$ cat src/hw/rtl/rvx_pkg.sv
// ============================================================================
// RV32I subset execute package
// Widths, opcodes, decoded operation types and pipeline records shared by the
// front end, the operation queue and the execution back end.
// ============================================================================
package rvx_pkg;

    localparam int XLEN        = 32;
    localparam int PC_W        = 30;
    localparam int REG_AW      = 5;
    localparam int REG_COUNT   = 32;
    localparam int DMEM_WORDS  = 256;
    localparam int DMEM_AW     = $clog2(DMEM_WORDS);
    localparam int QUEUE_DEPTH = 4;
    localparam int QUEUE_AW    = $clog2(QUEUE_DEPTH);

    localparam logic [6:0] OP_REG    = 7'h33;
    localparam logic [6:0] OP_IMM    = 7'h13;
    localparam logic [6:0] OP_LOAD   = 7'h03;
    localparam logic [6:0] OP_STORE  = 7'h23;
    localparam logic [6:0] OP_JAL    = 7'h6f;
    localparam logic [6:0] OP_BRANCH = 7'h63;

    localparam logic [2:0] F3_ADD  = 3'h0;
    localparam logic [2:0] F3_XOR  = 3'h4;
    localparam logic [2:0] F3_OR   = 3'h6;
    localparam logic [2:0] F3_AND  = 3'h7;
    localparam logic [2:0] F3_WORD = 3'h2;
    localparam logic [2:0] F3_BEQ  = 3'h0;

    localparam logic [6:0] F7_ZERO = 7'h00;

    typedef enum logic [2:0] {
        K_ALU,
        K_LOAD,
        K_STORE,
        K_JAL,
        K_BEQ,
        K_BAD
    } t_kind;

    typedef enum logic [1:0] {
        ALU_ADD,
        ALU_AND,
        ALU_OR,
        ALU_XOR
    } t_alu_op;

    typedef struct packed {
        t_kind              kind;
        t_alu_op            alu_op;
        logic               use_imm;
        logic [REG_AW-1:0]  rd;
        logic [REG_AW-1:0]  rs1;
        logic [REG_AW-1:0]  rs2;
        logic [XLEN-1:0]    imm;
    } t_uop;

    typedef struct packed {
        logic [PC_W-1:0]    next_pc;
        logic [REG_AW-1:0]  rd;
        logic               wr;
        logic               is_load;
        logic [XLEN-1:0]    value;
        logic               store;
        logic               status;
    } t_exec;

    typedef struct packed {
        logic [PC_W-1:0]    next_pc;
        logic [REG_AW-1:0]  rd;
        logic [XLEN-1:0]    value;
        logic               wr;
        logic               store;
        logic               status;
    } t_result;

endpackage

$ cat src/hw/rtl/rvx_queue.sv
// ============================================================================
// RV32I subset operation queue
// Short first-in first-out buffer of decoded operations between the front
// end and the execution back end.
// ============================================================================
module rvx_queue (
    input  logic          i_clk,
    input  logic          i_rst_n,
    input  logic          i_push_valid,
    input  rvx_pkg::t_uop i_push_uop,
    output logic          o_push_ready,
    output logic          o_pop_valid,
    output rvx_pkg::t_uop o_pop_uop,
    input  logic          i_pop
);

    rvx_pkg::t_uop                r_entries [rvx_pkg::QUEUE_DEPTH];
    logic [rvx_pkg::QUEUE_AW-1:0] r_wr_ptr;
    logic [rvx_pkg::QUEUE_AW-1:0] r_rd_ptr;
    logic [rvx_pkg::QUEUE_AW:0]   r_count;
    logic [rvx_pkg::QUEUE_AW:0]   n_count;
    logic                         push;
    logic                         pop;

    assign o_push_ready = r_count != (rvx_pkg::QUEUE_AW + 1)'(rvx_pkg::QUEUE_DEPTH);
    assign o_pop_valid  = r_count != '0;
    assign o_pop_uop    = r_entries[r_rd_ptr];
    assign push         = i_push_valid && o_push_ready;
    assign pop          = i_pop && o_pop_valid;

    always_comb begin
        n_count = r_count;
        unique case ({push, pop})
            2'b10:   n_count = r_count + 1'b1;
            2'b01:   n_count = r_count - 1'b1;
            default: n_count = r_count;
        endcase
    end

    always_ff @(posedge i_clk) begin
        if (!i_rst_n) begin
            r_wr_ptr <= '0;
            r_rd_ptr <= '0;
            r_count  <= '0;
        end else begin
            r_count <= n_count;
            if (push) begin
                r_wr_ptr <= rvx_pkg::QUEUE_AW'(r_wr_ptr + 1'b1);
            end
            if (pop) begin
                r_rd_ptr <= rvx_pkg::QUEUE_AW'(r_rd_ptr + 1'b1);
            end
        end
    end

    always_ff @(posedge i_clk) begin
        if (push) begin
            r_entries[r_wr_ptr] <= i_push_uop;
        end
    end

endmodule

$ cat config.mk
export PLATFORM = sky130hd
export DESIGN_NAME = rvx_queue
export DESIGN_NICKNAME = d
export VERILOG_FILES = /design/src/hw/rtl/rvx_pkg.sv /design/src/hw/rtl/rvx_queue.sv
export SDC_FILE = /design/constraint.sdc
export NUM_CORES = 1
export LEC_CHECK = 0
export BUFFER_PORTS_ARGS = -buffer_cell sky130_fd_sc_hd__buf_2
export CORE_MARGIN = 4
export CORE_UTILIZATION = 55
export CTS_CLUSTER_SIZE = 14
export DETAILED_ROUTE_END_ITERATION = 7
export MAX_ROUTING_LAYER = met4
export PLACE_DENSITY = 0.77
export SLEW_MARGIN = 20
export SYNTH_ARGS = -nofsm -noshare
export SYNTH_HDL_FRONTEND = slang
export SYNTH_SLANG_ARGS = --single-unit
$ cat constraint.sdc
create_clock -name i_clk -period 2.95 [get_ports i_clk]
set_clock_uncertainty 0.15 [all_clocks]
set_input_delay 0.59 -clock i_clk [delete_from_list [all_inputs] [get_ports i_clk]]
set_output_delay 0.59 -clock i_clk [all_outputs]
set_load 0.01 [all_outputs]
==> flow_metrics.tcl <==
set metrics [dict create \
    seqCellArea_mm2 0.00655 \
    synth_cells 329 \
    fin_worst_hold_slack_ns 0.160 \
    grt_max_degree 45 \
    min_path_type "in2reg" \
    seq_area_frac_synth 0.799 \
    clockRootBuffer "clkbuf_16" \
    dp_cells 620 \
    clk_pin_slew_worst_paths_ns 0.06 \
    yosys_warnings 0 \
    antenna_left 0 \
    boundaryPins 112 \
    areaGrowthSynthToFinish_pct 17.9 \
    synth-async-reset-ratio 0 \
    fin_setup_tns_ns 0 \
    cts_tree "done" \
    synth_edf_count 212 \
    end_kind "output pin" \
    cts_max_level 1 \
    finalMaxSlewViolations 0 \
    layout.cells.non_filler 661 \
    grt.total_usage 0.170 \
    grt_pass1_wl_mm 21.2 \
    critPathArrivalTime_ns 2.08 \
    place_ws_ns 0.522 \
    multiInputGateArea_mm2 0.00149 \
    post_cts_buffers 0 \
    cts_inserted_buffers 22 \
    antenna_found_initial 2 \
    wire_per_inst_um 20.8 \
    drc 0 \
    grt_pass1_vias 3922 \
    rsz0062_at_grt "false" \
    grt_remaining_overflow 0 \
    core_mm2 0.0146 \
    wirelength_mm 13.7 \
    finalSetupViolations 0 \
    n_fill_cell 965 \
    clockBufferDepth 3 \
    io_buffer_count 111 \
    p_per_area_mw_per_mm2 853 \
    max-vdd-ir-drop_uv 533 \
    avgViaCountPerCell 5.59 \
    hpwl_mm 8.36 \
    period_share 0.955 \
    insertion_delay_ns 0.49 \
    worstSetupStartpointType "register" \
    ys_seq_elements 221 \
    synth.distinct_cells 24 \
    drv_cap 0 \
    dr.pass1.iters 4 \
    crit_path_max_fanout 30 \
    period_minus_slack_ns 2.82 \
    die-area_mm2 0.0169 \
    slew_headroom 0.622 \
    nets 523 \
    hold_viol 0 \
    drive_above_1_share 0.427 \
    syn_area_mm2 0.00820 \
    numClockSinks 221 \
    vias 3698 \
    die_x_um 130 \
    fin_ws_ns 0.133 \
    status "finished clean" \
    tightest_slew_ns 0.567 \
    final_cell_mix "212 x edfxtp_1, 111 x buf_2, 50 x mux4_2" \
    max_freq_ghz 0.355 \
    avgSynthCellArea_um2 24.9 \
    postPlaceCellArea_mm2 0.00902 \
    mostFrequentLayoutCell "edfxtp_1" \
    drt-initial-drc-count 239 \
    required_ns 2.21 \
    gp_congestion 0.735 \
    die_height_um 130 \
    syn-num-nets 392 \
    synth-main-ff-cell "edfxtp_1" \
    leakagePower_nw 3.25 \
    initial_utilization 0.562 \
    crit_type "reg2out" \
    placementRows 44 \
    stdcell_area_mm2 0.00967 \
]
[state kept, by name, indices dropped and copies added, names as in the netlist, named ones only]
signal and cells:
r_entries 212, r_rd_ptr 2, r_count 3, r_wr_ptr 2
[repair_timing]
action / 4_1_cts / 5_1_grt
gates resized for setup: 0 / 1
endpoints found under the setup margin: 0 / 9
hold buffers: 0 / 0
[layer usage]
metal,vias to the layer above,share of wire,global-route usage
met3,24,0.080,0.0401
li1,1653,-,-
met4,0,0.023,0.0410
met1,1884,0.40,0.224
met5,-,0,-
met2,137,0.49,0.276
[worst paths after layout]
| path | startpoint | end | slack, ns | cells after the start |
|---|---|---|---|---|
| worst max register to register | r_count[0] | r_count[2] | 0.69 | 9 |
| worst min register to register | r_wr_ptr[0] | r_wr_ptr[0] | 0.36 | 2 |
| worst min-delay path | i_push_uop[7] | r_entries[1][7] | 0.16 | 1 |
| worst max-delay path | register | o_pop_uop[45] | 0.13 | 3 |
[power breakdown]
part | total, mW | internal (mW) | switching, mW
sequential | 3.95 | 3.79 | 0.158
clock | 2.44 | 1.37 | 1.07
combinational | 1.86 | 0.964 | 0.897
total | 8.25 | 6.13 | 2.12
[synthesized netlist by cell type, types with 2 or more instances]
library cell,instances,area [um^2]
edfxtp_1,212,6370
mux4_2,50,1130
dfxtp_1,9,180
and2_1,7,43.8
inv_1,6,22.5
nand2_1,6,22.5
buf_12,5,100
buf_2,5,25.0
ha_1,5,62.6
mux4_1,3,78.8
xnor2_1,3,26.3
clkbuf_1,2,7.51
mux2i_1,2,20.0
nor2b_1,2,12.5
o21ai_0,2,10.0
or3_1,2,12.5
[cell families after synthesis]
logic type,synth area share
compound gates,0.00565
xor+xnor,0.00427
fa+ha+maj,0.0101
buf+inv,0.0203
flops,0.799
mux,0.149
simple gates,0.0116
[stage by stage]
step / power, mW / utilization
global placement: 5.88 / 0.618
CTS: 8.36 / 0.662
floorplan: 5.32 / -
detailed placement: 5.92 / 0.618
finish: 8.25 / 0.663
global route: 8.65 / 0.663
[area by class of cell]
cell class                 count  area share
clock inverter                11     0.00660
sequential                   221       0.678
multi-input combinational     89       0.154
antenna                        2    0.000518
inverter                       6     0.00233
timing repair buffer         120      0.0756
tap                          184      0.0238
clock buffer                  28      0.0593
[worst max-delay path: stages (launching register included)]
cell	delay, ns
dfxtp_4	0.56
buf_16	0.29
mux4_2	0.57
buf_2	0.16
Note: power is estimated with default switching activity, not from simulation.
