**src/hw/rtl/rvx_pkg.sv**
```systemverilog
// ============================================================================
// RV32I subset execute package
// Widths, opcodes, decoded operation types and pipeline records shared by the
// front end, the operation queue and the execution back end.
// ============================================================================
package rvx_pkg;

    localparam int XLEN        = 32;
    localparam int PC_W        = 30;
    localparam int REG_AW      = 5;
    localparam int REG_COUNT   = 32;
    localparam int DMEM_WORDS  = 256;
    localparam int DMEM_AW     = $clog2(DMEM_WORDS);
    localparam int QUEUE_DEPTH = 4;
    localparam int QUEUE_AW    = $clog2(QUEUE_DEPTH);

    localparam logic [6:0] OP_REG    = 7'h33;
    localparam logic [6:0] OP_IMM    = 7'h13;
    localparam logic [6:0] OP_LOAD   = 7'h03;
    localparam logic [6:0] OP_STORE  = 7'h23;
    localparam logic [6:0] OP_JAL    = 7'h6f;
    localparam logic [6:0] OP_BRANCH = 7'h63;

    localparam logic [2:0] F3_ADD  = 3'h0;
    localparam logic [2:0] F3_XOR  = 3'h4;
    localparam logic [2:0] F3_OR   = 3'h6;
    localparam logic [2:0] F3_AND  = 3'h7;
    localparam logic [2:0] F3_WORD = 3'h2;
    localparam logic [2:0] F3_BEQ  = 3'h0;

    localparam logic [6:0] F7_ZERO = 7'h00;

    typedef enum logic [2:0] {
        K_ALU,
        K_LOAD,
        K_STORE,
        K_JAL,
        K_BEQ,
        K_BAD
    } t_kind;

    typedef enum logic [1:0] {
        ALU_ADD,
        ALU_AND,
        ALU_OR,
        ALU_XOR
    } t_alu_op;

    typedef struct packed {
        t_kind              kind;
        t_alu_op            alu_op;
        logic               use_imm;
        logic [REG_AW-1:0]  rd;
        logic [REG_AW-1:0]  rs1;
        logic [REG_AW-1:0]  rs2;
        logic [XLEN-1:0]    imm;
    } t_uop;

    typedef struct packed {
        logic [PC_W-1:0]    next_pc;
        logic [REG_AW-1:0]  rd;
        logic               wr;
        logic               is_load;
        logic [XLEN-1:0]    value;
        logic               store;
        logic               status;
    } t_exec;

    typedef struct packed {
        logic [PC_W-1:0]    next_pc;
        logic [REG_AW-1:0]  rd;
        logic [XLEN-1:0]    value;
        logic               wr;
        logic               store;
        logic               status;
    } t_result;

endpackage

```
**src/hw/rtl/rvx_if.sv**
```systemverilog
// ============================================================================
// RV32I subset execute channels
// Valid/ready channels for instruction words in and execution results out.
// ============================================================================
interface rvx_in_if;
    logic                      valid;
    logic                      ready;
    logic [rvx_pkg::XLEN-1:0]  instr_word;

    modport source (output valid, output instr_word, input ready);
    modport sink   (input valid, input instr_word, output ready);
endinterface


```
**src/hw/rtl/rvx_front.sv**
```systemverilog
// ============================================================================
// RV32I subset front end
// Accepts instruction words, decodes and classifies them, and hands the
// decoded operations to the operation queue.
// ============================================================================
module rvx_front (
    input  logic          i_clk,
    input  logic          i_rst_n,
    rvx_in_if.sink        i_instr,
    output logic          o_push_valid,
    output rvx_pkg::t_uop o_push_uop,
    input  logic          i_push_ready
);

    logic                     r_valid;
    logic                     n_valid;
    rvx_pkg::t_uop            r_uop;
    rvx_pkg::t_uop            dec;
    logic [rvx_pkg::XLEN-1:0] word;
    logic [6:0]               opcode;
    logic [2:0]               funct3;
    logic [6:0]               funct7;
    logic                     alu_ok;
    rvx_pkg::t_alu_op         alu_op;
    logic                     take;

    assign word   = i_instr.instr_word;
    assign opcode = word[6:0];
    assign funct3 = word[14:12];
    assign funct7 = word[31:25];

    always_comb begin
        alu_ok = 1'b1;
        alu_op = rvx_pkg::ALU_ADD;
        unique case (funct3)
            rvx_pkg::F3_ADD: alu_op = rvx_pkg::ALU_ADD;
            rvx_pkg::F3_AND: alu_op = rvx_pkg::ALU_AND;
            rvx_pkg::F3_OR:  alu_op = rvx_pkg::ALU_OR;
            rvx_pkg::F3_XOR: alu_op = rvx_pkg::ALU_XOR;
            default:         alu_ok = 1'b0;
        endcase
    end

    always_comb begin
        dec         = '0;
        dec.kind    = rvx_pkg::K_BAD;
        dec.alu_op  = alu_op;
        dec.use_imm = 1'b0;
        dec.rd      = word[11:7];
        dec.rs1     = word[19:15];
        dec.rs2     = word[24:20];
        dec.imm     = {{20{word[31]}}, word[31:20]};
        unique case (opcode)
            rvx_pkg::OP_REG: begin
                if (funct7 == rvx_pkg::F7_ZERO && alu_ok) begin
                    dec.kind = rvx_pkg::K_ALU;
                end
            end
            rvx_pkg::OP_IMM: begin
                dec.use_imm = 1'b1;
                if (alu_ok) begin
                    dec.kind = rvx_pkg::K_ALU;
                end
            end
            rvx_pkg::OP_LOAD: begin
                if (funct3 == rvx_pkg::F3_WORD) begin
                    dec.kind = rvx_pkg::K_LOAD;
                end
            end
            rvx_pkg::OP_STORE: begin
                dec.imm = {{20{word[31]}}, word[31:25], word[11:7]};
                if (funct3 == rvx_pkg::F3_WORD) begin
                    dec.kind = rvx_pkg::K_STORE;
                end
            end
            rvx_pkg::OP_JAL: begin
                dec.imm  = {{11{word[31]}}, word[31], word[19:12], word[20],
                            word[30:21], 1'b0};
                dec.kind = rvx_pkg::K_JAL;
            end
            rvx_pkg::OP_BRANCH: begin
                dec.imm = {{19{word[31]}}, word[31], word[7], word[30:25],
                           word[11:8], 1'b0};
                if (funct3 == rvx_pkg::F3_BEQ) begin
                    dec.kind = rvx_pkg::K_BEQ;
                end
            end
            default: begin
                dec.kind = rvx_pkg::K_BAD;
            end
        endcase
    end

    assign i_instr.ready = !r_valid || i_push_ready;
    assign take          = i_instr.valid && i_instr.ready;

    always_comb begin
        n_valid = r_valid;
        if (i_instr.ready) begin
            n_valid = i_instr.valid;
        end
    end

    always_ff @(posedge i_clk) begin
        if (!i_rst_n) begin
            r_valid <= 1'b0;
        end else begin
            r_valid <= n_valid;
        end
    end

    always_ff @(posedge i_clk) begin
        if (take) begin
            r_uop <= dec;
        end
    end

    assign o_push_valid = r_valid;
    assign o_push_uop   = r_uop;

endmodule

```
**src/flat_wrapper.sv**
```systemverilog
// flat-port wrapper written by rule: the top's interface ports become plain ports
module rvx_front_flat 
  (i_clk, i_rst_n, o_push_valid, o_push_uop, i_push_ready, i_instr_valid, i_instr_instr_word, i_instr_ready);
  rvx_in_if i_instr_i ();
  input  logic i_clk;
  input  logic i_rst_n;
  output logic o_push_valid;
  output rvx_pkg::t_uop o_push_uop;
  input  logic i_push_ready;
  input wire logic [$bits(i_instr_i.valid)-1:0] i_instr_valid;
  input wire logic [$bits(i_instr_i.instr_word)-1:0] i_instr_instr_word;
  output wire logic [$bits(i_instr_i.ready)-1:0] i_instr_ready;
  assign i_instr_i.valid = i_instr_valid;
  assign i_instr_i.instr_word = i_instr_instr_word;
  assign i_instr_ready = i_instr_i.ready;
  rvx_front u_core (.i_clk(i_clk), .i_rst_n(i_rst_n), .i_instr(i_instr_i), .o_push_valid(o_push_valid), .o_push_uop(o_push_uop), .i_push_ready(i_push_ready));
endmodule
```
**config.mk**
```make
export PLATFORM = sky130hd
export DESIGN_NAME = rvx_front_flat
export DESIGN_NICKNAME = d
export VERILOG_FILES = /design/src/hw/rtl/rvx_pkg.sv /design/src/hw/rtl/rvx_if.sv /design/src/hw/rtl/rvx_front.sv /design/src/flat_wrapper.sv
export SDC_FILE = /design/constraint.sdc
export NUM_CORES = 1
export LEC_CHECK = 0
export BUFFER_PORTS_ARGS = -buffer_cell sky130_fd_sc_hd__buf_4
export CAP_MARGIN = 30
export CORE_UTILIZATION = 45
export CTS_BUF_LIST = sky130_fd_sc_hd__clkbuf_8 sky130_fd_sc_hd__clkbuf_16
export DETAILED_ROUTE_END_ITERATION = 6
export PLACE_DENSITY = 0.87
export SKIP_CTS_REPAIR_TIMING = 1
export SLEW_MARGIN = 20
export SYNTH_ARGS = -nofsm -noshare
export SYNTH_HDL_FRONTEND = slang
export SYNTH_SLANG_ARGS = --single-unit
```
**constraint.sdc**
```tcl
create_clock -name i_clk -period 2.1 [get_ports i_clk]
set_input_delay 0.105 -clock i_clk [delete_from_list [all_inputs] [get_ports i_clk]]
set_output_delay 0.105 -clock i_clk [all_outputs]
set_load 0.005 [all_outputs]
```
==> flow_summary.toml <==
[cells_and_area]
n_antenna_cell = 0
fin_util_pct = 74.8
seqCellArea_um2 = 1280
fin_nets = 258
fillers = 250
final_cell_area_um2 = 2800
syn2layout_area_growth_pct = 55.5
drive_gt1_share_pct = 48.0
multi_input_area_um2 = 408

[drt]
drt_iter0_markers = 60
wl_mm = 4.01
drc = 0
post_drt_via_cell_ratio = 4.97
first_pass_iters = 4
detail_route.wl_per_cell_um = 14.8
via_count = 1348
antenna_left = 0

[critical_path]
rrSetupSlack_ns = 0.81
slowest_delay_ns = 0.54
crit_path_max_fanout = 2
critPathLaunchType = "input pin"
arrival_ns = 1.58
r2r_start = "u_core.o_push_valid"
cp.required_ns = 2.14
cp_top_family = "buffers and inverters"
worstReg2RegEnd = "u_core.o_push_uop[47]"
crit_path_end_kind = "flop"
path_cells = "dlygate4sd3_1 -> buf_4 -> nor4_1 -> a21boi_0 -> o21ai_0 -> nand3_1"
r2r_cells = 3
timing_worst_setup_path_type = "in -> reg"
path_buf_inv = 2
crit_slowest_cell = "dlygate4sd3_1"

[global_route]
track_usage_pct = 18.2
grt_pass1_wl_mm = 5.61
antenna_found_initial = 0
grt_max_degree = 35
grt_pass1_vias = 1159
grt_overflow_total = 0

[sta]
fin_crit_sh_pct = 73.2
fin_skew_ns = 0.00504
setup_violations = 0
grt_setup_unrepaired = "false"
final.setup.worst_slack_ns = 0.562
timing.final.hold_violations = 0
drv_slew = 0
tightestPinTransition_ns = 0.373
fmax_mhz = 650
relSlewSlack_pct = 75.1
holdWs_ns = 0.0352
fin_setup_tns_ns = 0
fin_crit_ns = 1.54

[yosys]
synthCells = 116
synth_edf_count = 42
synth_top_area_share_pct = 70.0
ys_types = 35
syn_avg_cell_area_um2 = 15.5
synth_area_leaders = "edfxtp_1, buf_4, a21o_1, mux2_2, and2_1"
netlist.top_cell.by_area = "edfxtp_1"
ys_seq_elements = 43
yosysMostFrequentCell = "edfxtp_1"
yosysSeqAreaShare_pct = 71.2
syn_area_um2 = 1800
synth_nets = 152
synth_flop_cell = "edfxtp_1"
synth-warning-count = 0
synthTopCellsByCount = "edfxtp_1, buf_4, a21o_1"
synthArstFlopShare_pct = 0

[run_status]
status = "finished, final reports clean"

[clocking]
clock_sinks = 43
clockRootBuffer = "clkbuf_8"
clk_latency_ns = 0.30
cts_tree = "done"
clk_pin_slew_ns = 0.08
numCtsBuffers = 5
cts_max_path_buffers = 2
cts_htree_levels = 2

[hold_path]
min_from = "i_instr_instr_word[31]"
hold_depth = 1
whs_endpoint = "u_core.o_push_uop[20]"
min-delay-path-class = "in -> reg"

[floorplanning]
ios = 91
num_rows = 22
core_area_um2 = 3740
start_util_pct = 48.1
die_area_um2 = 4260
dieHeight_um = 65.3
die_w_um = 65.3

[flow_run]
max_cap_viol_count = 0

[power]
p_leak_nw = 1.19
powerDensity_nw_per_um2 = 729
irDropWorstVdd_uv = 582

[place]
placed_cell_area_um2 = 2450
gp_congestion = 0.761
dpl_worst_slack_ns = 0.603
io_buffers = 90
hpwlAfterDp_mm = 2.65
## registers in the layout (all words and copies together), names as in the netlist
register / count
u_core.o_push_valid: 1
u_core.o_push_uop: 42
## how the worst max path moves through the flow
stage / startpoint / endpoint / slack [ns] / depth (start not counted)
4_1_cts: u_core.o_push_valid / u_core.o_push_uop[47] / 0.81 / 3
5_1_grt: i_instr_instr_word[27] / u_core.o_push_uop[52] / 0.38 / 6
6_report: i_instr_instr_word[27] / u_core.o_push_uop[52] / 0.56 / 6
3_3_place_gp: i_instr_instr_word[4] / u_core.o_push_uop[16] / 0.64 / 5
3_5_place_dp: i_instr_instr_word[4] / u_core.o_push_uop[14] / 0.60 / 5
2_1_floorplan: u_core.o_push_valid / u_core.o_push_uop[0] / 0.24 / 2
## layout by cell type (no fill, tap or decap), types with 2 or more instances in the layout
cell / instances
buf_4: 90
edfxtp_1: 42
dlygate4sd3_1: 21
a21o_1: 9
nand3_1: 5
clkbuf_8: 5
mux2_2: 4
nor2_1: 3
nand2b_1: 3
and2_1: 3
nand2_1: 2
nor2b_1: 2
o21ai_0: 2
a21oi_1: 2
a21boi_0: 2
a31oi_1: 2
inv_1: 2
bufinv_16: 2
## layout make-up
class / instances / share of cell area (%)
Clock inverter: 3 / 2.41
Inverter: 2 / 0.268
Tap cell: 48 / 2.15
Clock buffer: 5 / 2.46
Sequential cell: 43 / 45.8
Timing Repair Buffer: 112 / 32.4
Multi-Input combinational cell: 58 / 14.6
## per-stage QoR
step	total power, mW	std cells
final	2.04	271
after global routing	2.13	271
after CTS	2.03	250
after detailed placement	1.27	242
after global placement	1.27	242
after floorplan	1.12	116
## kinds of logic (layout without fill, tap and decap cells)
family,Yosys count,count (layout),synth area share (%)
DFF,43,43,71.2
and+or+nand+nor,31,31,11.0
buffers and inverters,15,122,6.25
muxes,5,5,3.06
AOI/OAI and AO/OA,22,22,8.55
## where the power goes
group	switching (mW)	internal (mW)	total [mW]
Combinational	0.105	0.166	0.271
Clock	0.279	0.474	0.753
Sequential	0.0168	1.00	1.02
Total	0.400	1.64	2.04
## per-layer routing
| metal | share of wire, % | GRT usage [%] |
|---|---|---|
| met1 | 39 | 21.8 |
| met2 | 51 | 29.0 |
| met3 | 8.4 | 6.08 |
| met4 | 1.7 | 9.24 |
| met5 | 0 | 0 |
Power figures use the tool's default switching activity.
